`src/sv/pba_pkg.sv`:
```
// Shared types and constants for the pooled bitmap ID allocator.
`timescale 1ns / 1ps
`default_nettype none

package pba_pkg;

  localparam int ACT_W  = 1;
  localparam int POOL_W = 3;
  localparam int ID_W   = 6;
  localparam int CNT_W  = 7;

  // Search the allocation map in groups of eight bits.
  localparam int GRP_SIZE = 8;
  localparam int GRP_W    = 3;
  localparam int GSEL_W   = ID_W - GRP_W;
  localparam int MAX_POOLS = 1 << POOL_W;

  typedef enum logic [ACT_W-1:0] {
    ACT_ALLOC = 1'b0,
    ACT_FREE  = 1'b1
  } action_t;

  typedef enum logic [1:0] {
    ST_OK        = 2'd0,
    ST_FULL      = 2'd1,
    ST_NOT_FOUND = 2'd2,
    ST_NOT_ALLOC = 2'd3
  } result_code_t;

  typedef struct packed {
    action_t           action;
    logic [POOL_W-1:0] pool;
    logic [ID_W-1:0]   id;
  } req_t;

  typedef struct packed {
    result_code_t     status;
    logic [ID_W-1:0]  id_res;
    logic [CNT_W-1:0] in_use;
  } rsp_t;

endpackage

`default_nettype wire

```
`src/sv/pba_ffz.sv`:
```
// Find-first-zero search over one allocation map, two levels of eight.
`timescale 1ns / 1ps
`default_nettype none

module pba_ffz
  import pba_pkg::*;
#(
  parameter int WIDTH = 64
) (
  input  wire logic [WIDTH-1:0] map,
  output logic                  found,
  output logic [ID_W-1:0]       idx
);

  localparam int NGRP = (WIDTH + GRP_SIZE - 1) / GRP_SIZE;

  logic [NGRP*GRP_SIZE-1:0] padded;
  logic [NGRP-1:0]          grp_zero;
  logic [GRP_W-1:0]         grp_idx [NGRP];

  // Pad bits above the map read as taken.
  always_comb begin
    padded             = '1;
    padded[WIDTH-1:0]  = map;
  end

  // Lowest clear bit inside each group.
  always_comb begin
    for (int g = 0; g < NGRP; g++) begin
      grp_zero[g] = ~&padded[g*GRP_SIZE +: GRP_SIZE];
      grp_idx[g]  = '0;
      for (int b = GRP_SIZE - 1; b >= 0; b--) begin
        if (!padded[g*GRP_SIZE + b]) begin
          grp_idx[g] = GRP_W'(b);
        end
      end
    end
  end

  // Lowest group that holds a clear bit.
  always_comb begin
    found = 1'b0;
    idx   = '0;
    for (int g = NGRP - 1; g >= 0; g--) begin
      if (grp_zero[g]) begin
        found = 1'b1;
        idx   = {GSEL_W'(g), grp_idx[g]};
      end
    end
  end

endmodule

`default_nettype wire

```
`src/sv/pooled_bitmap_id_allocator.sv`:
```
// Top level of the pooled bitmap ID allocator.
// Keeps up to eight independent ID pools, each an allocation map of IDS_PER_POOL bits and a
// count of IDs in use, all cleared by reset. An allocate transaction returns the lowest free
// ID of its pool and marks it taken, or reports the pool full; a free transaction returns an
// ID to its pool, reporting "pool not found" for an empty or absent pool and "not allocated"
// for an ID that is not taken. Exactly one result transaction follows each request, in order.
// Throughput is one transaction per clock while the output is not stalled: the request
// register feeds a single read-modify-write of the addressed pool's map and count, which
// completes in the cycle the result register loads, so the next request already sees the
// updated pool. An accepted request passes through the request register, then the result
// register, which decouples the two channels; a stalled output holds the request stage, and
// the request stage still takes a new transaction whenever its content moves on in the same
// cycle. Pools at or above NUM_POOLS answer "pool not found" with zero fields and never
// change.
`timescale 1ns / 1ps
`default_nettype none

module pooled_bitmap_id_allocator
  import pba_pkg::*;
#(
  parameter int IDS_PER_POOL = 64,
  parameter int NUM_POOLS    = 8
) (
  input  wire logic clk,
  input  wire logic rst_n,

  input  wire logic in_valid,
  output logic      in_ready,
  input  wire req_t in_data,

  output logic      out_valid,
  input  wire logic out_ready,
  output rsp_t      out_data
);

  // Only pool indexes that fit the request field are ever reachable.
  localparam int POOL_DEPTH = (NUM_POOLS < MAX_POOLS) ? NUM_POOLS : MAX_POOLS;
  localparam int PIDX_W     = (POOL_DEPTH > 1) ? $clog2(POOL_DEPTH) : 1;
  localparam int MIDX_W     = $clog2(IDS_PER_POOL);

  // Request stage and result stage
  logic req_vld_r;
  req_t req_r;
  logic out_vld_r;
  rsp_t rsp_r;
  rsp_t rsp_nxt;

  // Pool state
  logic [IDS_PER_POOL-1:0] map_r [POOL_DEPTH];
  logic [CNT_W-1:0]        cnt_r [POOL_DEPTH];
  logic [IDS_PER_POOL-1:0] map_nxt;
  logic [CNT_W-1:0]        cnt_nxt;
  logic                    wr_en;

  logic                    advance;
  logic                    fire;
  logic                    in_range;
  logic [PIDX_W-1:0]       pidx;
  logic [IDS_PER_POOL-1:0] map_cur;
  logic [CNT_W-1:0]        cnt_cur;
  logic                    id_in_map;
  logic                    id_taken;
  logic                    ffz_found;
  logic [ID_W-1:0]         ffz_idx;

  // Move the request stage on when the result register is free or being drained.
  assign advance  = !out_vld_r || out_ready;
  assign fire     = req_vld_r && advance;
  assign in_ready = !req_vld_r || advance;

  assign out_valid = out_vld_r;
  assign out_data  = rsp_r;

  // Look up the addressed pool; out-of-range pools read as empty.
  assign in_range = ({1'b0, req_r.pool} < (POOL_W + 1)'(POOL_DEPTH));
  assign pidx     = in_range ? req_r.pool[PIDX_W-1:0] : '0;
  assign map_cur  = in_range ? map_r[pidx] : '0;
  assign cnt_cur  = in_range ? cnt_r[pidx] : '0;

  assign id_in_map = ({1'b0, req_r.id} < CNT_W'(IDS_PER_POOL));
  assign id_taken  = id_in_map && map_cur[req_r.id[MIDX_W-1:0]];

  pba_ffz #(
    .WIDTH (IDS_PER_POOL)
  ) u_pba_ffz (
    .map   (map_cur),
    .found (ffz_found),
    .idx   (ffz_idx)
  );

  // Decide the result and the pool update for the held request.
  always_comb begin
    rsp_nxt.status = ST_NOT_FOUND;
    rsp_nxt.id_res = '0;
    rsp_nxt.in_use = '0;
    map_nxt        = map_cur;
    cnt_nxt        = cnt_cur;
    wr_en          = 1'b0;
    if (in_range) begin
      rsp_nxt.in_use = cnt_cur;
      unique case (req_r.action)
        ACT_ALLOC: begin
          if (ffz_found) begin
            map_nxt[ffz_idx[MIDX_W-1:0]] = 1'b1;
            cnt_nxt        = cnt_cur + CNT_W'(1);
            wr_en          = 1'b1;
            rsp_nxt.status = ST_OK;
            rsp_nxt.id_res = ffz_idx;
            rsp_nxt.in_use = cnt_cur + CNT_W'(1);
          end else begin
            rsp_nxt.status = ST_FULL;
          end
        end
        ACT_FREE: begin
          priority if (cnt_cur == '0) begin
            rsp_nxt.status = ST_NOT_FOUND;
            rsp_nxt.in_use = '0;
          end else if (!id_taken) begin
            rsp_nxt.status = ST_NOT_ALLOC;
          end else begin
            map_nxt[req_r.id[MIDX_W-1:0]] = 1'b0;
            cnt_nxt        = cnt_cur - CNT_W'(1);
            wr_en          = 1'b1;
            rsp_nxt.status = ST_OK;
            rsp_nxt.in_use = cnt_cur - CNT_W'(1);
          end
        end
        default: begin
          rsp_nxt.status = ST_NOT_FOUND;
        end
      endcase
    end
  end

  // Pipeline control
  always_ff @(posedge clk) begin
    if (!rst_n) begin
      req_vld_r <= 1'b0;
      out_vld_r <= 1'b0;
    end else begin
      if (in_ready) begin
        req_vld_r <= in_valid;
      end
      if (advance) begin
        out_vld_r <= req_vld_r;
      end
    end
  end

  // Payload registers: capture on acceptance, hold otherwise.
  always_ff @(posedge clk) begin
    if (in_valid && in_ready) begin
      req_r <= in_data;
    end
    if (fire) begin
      rsp_r <= rsp_nxt;
    end
  end

  // Pool maps and counts: clear on reset, write back once per completed request.
  always_ff @(posedge clk) begin
    if (!rst_n) begin
      for (int p = 0; p < POOL_DEPTH; p++) begin
        map_r[p] <= '0;
        cnt_r[p] <= '0;
      end
    end else if (fire && wr_en) begin
      map_r[pidx] <= map_nxt;
      cnt_r[pidx] <= cnt_nxt;
    end
  end

endmodule

`default_nettype wire

```
`config.mk`:
```
export PLATFORM = sky130hd
export DESIGN_NAME = pooled_bitmap_id_allocator
export DESIGN_NICKNAME = d
export VERILOG_FILES = /design/src/sv/pba_pkg.sv /design/src/sv/pba_ffz.sv /design/src/sv/pooled_bitmap_id_allocator.sv
export SDC_FILE = /design/constraint.sdc
export NUM_CORES = 1
export LEC_CHECK = 0
export ABC_AREA = 1
export CORE_MARGIN = 3
export CORE_UTILIZATION = 55
export CTS_BUF_LIST = sky130_fd_sc_hd__clkbuf_16
export DETAILED_ROUTE_END_ITERATION = 7
export DONT_BUFFER_PORTS = 1
export PLACE_DENSITY_LB_ADDON = 0.05
export SYNTH_ARGS = -nofsm -noshare
export SYNTH_HDL_FRONTEND = slang
export SYNTH_SLANG_ARGS = --single-unit
```
`constraint.sdc`:
```
create_clock -name clk -period 7.3 [get_ports clk]
set_input_delay 0.365 -clock clk [delete_from_list [all_inputs] [get_ports clk]]
set_output_delay 0.365 -clock clk [all_outputs]
set_load 0.01 [all_outputs]
```
==> qor.txt <==
H-tree depth: 2
Rel. slew slack: 12.11%
IO buf count: 0
Critical Path AT: 6230 ps
FFs w/ async S/R, synth: 0%
status: finished, final reports clean
Slew @ Worst Pin: 1313 ps
CP Data Required Time: 7780 ps
Tmin final: 5752 ps
post-synth design cell area: 30720 sq um
Synth top area share: 57.97%
Placeable Area: 54560 sq um
post-synthesis sequential area ratio: 58.30%
initial core utilization: 56.30%
DP Worst Slack: 1841 ps
most common flop cell mapped by yosys: edfxtp_1
crit-path max cell delay: 970 ps
Final HPWL DP: 57.51 mm
TritonCTS clock tree: done
1st-pass router iterations: 6
All-Layer GR Usage: 33.56%
DRC: 0
Post-DRT Antenna Nets: 0
CTS root buf: clkbuf_16
Layout Nets: 3216
final setup margin: 1548 ps
synthesis warning total: 0
global-route wire length before repair: 150.7 mm
Power Dens Cells: 254.2 nW/um^2
Post-CTS Resized: 0
leading area contributor after synthesis: edfxtp_1
Total Wirelength: 100.5 mm
CP endpoint kind: flip-flop
Max-Cap Viols: 0
Worst-Skew Late Latency: 650 ps
I/O Pins: 31
Reg clk slew, reported paths: 60 ps
RSZ-0062 raised after global routing: no
overall power: 8396 uW
vias: 25280
synth-to-layout area growth: 7.532%
Via density: 6.331
syn nets: 3262
Clock Path Buffers: 3
slowest CP cell: nor2_2
row count: 85
post-CTS setup buffers: 0
Avg Cell Area, Syn: 9.463 sq um
total gr overflow: 0
Post-synth top cells: edfxtp_1, nand2_1, a21oi_1, nor2_1, inv_1
final period utilization: 78.80%
leakage: 0.01235 uW
Iter 0 DRT Violations: 3093
routability cong.: 0.9675
CP max FO: 153
hold crit path type: input pin to flip-flop
CP Cell Sequence: inv_8 -> buf_4 -> nand2_1 -> nand3_1 -> nand2_1 -> o21ai_0 -> nor2_1 -> nand2_1 -> inv_1 -> nand2_1 -> nand3_1 -> nand3_1 -> nand3_1 -> nand3_1 -> nand3_1 -> nand3_1 -> nand2_4 -> nor2_2 -> nand3_1 -> a21oi_1
maximum VDD drop: 0.2057 mV
synth unique cells: 50
CTS Buf Count: 61
Synth Instances: 3246
Chip Height: 242.3 um
chip width: 242.3 um
fin. max-slew vios: 0
CP startpoint kind: flip-flop
final-report hold violation count: 0
CTS sink cnt: 598
Fmax: 173.8 MHz
count leader, synth: edfxtp_1
antenna violations before repair: 0
Finish-stage setup viols: 0
vias in the first global route: 24450
pin count of the biggest net entering global routing: 154
share of cells above drive strength 1: 7.163%
ANT cells: 0
skew final: 18.84 ps
hold buffer count at cts: 13
Die ar.: 58720 sq um
critical path class: flip-flop to flip-flop
EDFF count, synth: 593
Top cell by count, worst path: nand3_1
Setup Total Neg Slack: 0 ps
FF+latch count, synth: 598
drt wl/cell: 25.17 um
synth top area cells: edfxtp_1, a21oi_1, nand2_1
[placed cells by master, fill, tap and decap left out, types with 2 or more instances in the layout]
cell type	instances
edfxtp_1	593
nand2_1	565
a21oi_1	548
nor2_1	387
inv_1	251
o21ai_1	177
nand3_1	150
o21ai_0	143
o22ai_1	67
clkbuf_16	61
buf_4	49
o211ai_1	23
clkinv_1	22
nand4_1	22
nor3_1	21
nor2_2	17
clkinv_2	14
dlygate4sd3_1	13
inv_2	12
buf_12	12
nand2_4	10
o21bai_1	10
o21ai_2	9
nand2_2	8
nand3_4	8
bufinv_16	8
xor2_1	5
nor2_4	5
o31ai_1	3
dfxtp_4	3
o2bb2ai_1	2
o2111ai_1	2
nor4_1	2
o221ai_1	2
nand3_2	2
a31oi_1	2
ha_1	2
inv_6	2
clkinvlp_4	2
dfxtp_1	2
[critical path, delay by kind of cell, from the launching register on]
family | cells | cell delay, ps
flip-flops | 1 | 470
buffers and inverters | 3 | 1300
AND/OR/NAND/NOR | 15 | 3070
AO/OA/AOI/OAI | 2 | 590
[per-stage QoR]
step	area (sq um)	util (%)	hold WS (ps)	std cells
3_5_place_dp	30900	56.64	463.9	3863
4_1_cts	33030	60.54	72.04	3992
2_1_floorplan	30720	-	463.9	3246
3_3_place_gp	30890	56.61	463.9	3862
6_report	33030	60.54	86.15	3992
5_1_grt	33030	60.54	83.69	3992
[flip-flops by register name, indices dropped and copies added, names as in the netlist, named ones only]
register and count:
cnt_r 56, req_r 7, map_r 512, out_data 15, out_valid 1, req_vld_r 1
pidx 3
[where the power goes]
group | internal [uW] | leakage, uW | switching (uW)
Clock | 1800 | 0.00102 | 1370
Sequential | 3910 | 0.00617 | 65.4
Combinational | 280 | 0.00516 | 967
Total | 5990 | 0.0123 | 2410
[logic make-up after synthesis]
logic type                 after synthesis  share of synthesized area, %
xor gates and xnor gates                 6                        0.1711
adders and majority gates                2                       0.08146
DFF                                    598                         58.30
muxes                                    1                       0.04480
and+or+nand+nor                       1203                         16.53
AOI/OAI and AO/OA                      993                         16.99
buffers and inverters                  443                         7.890
[area by class of cell]
cell class | count | area, sq um
inverter | 259 | 982.2
timing repair buffer | 75 | 753.2
multi-input combinational | 2205 | 10460
tap | 739 | 924.6
sequential | 598 | 17920
clock inverter | 55 | 467.9
clock buffer | 61 | 1526
fill | 4714 | 21530
[per-layer routing]
metal	vias up	part of all wire [%]	track usage, %
met5	-	0	0
met1	12110	39	47.14
met4	0	4.2	13.53
li1	11300	-	-
met2	1577	46	52.71
met3	284	11	5.180
[final timing paths]
kind	start	endpoint	slack (ps)	cells past startpoint
min reg2reg	out_valid	out_valid	590	2
min	rst_n	map_r[5][7]	90	1
max	flip-flop	map_r[2][13]	1550	20
max reg2reg	flip-flop	map_r[2][13]	1550	20
Power figures use the tool's default switching activity.
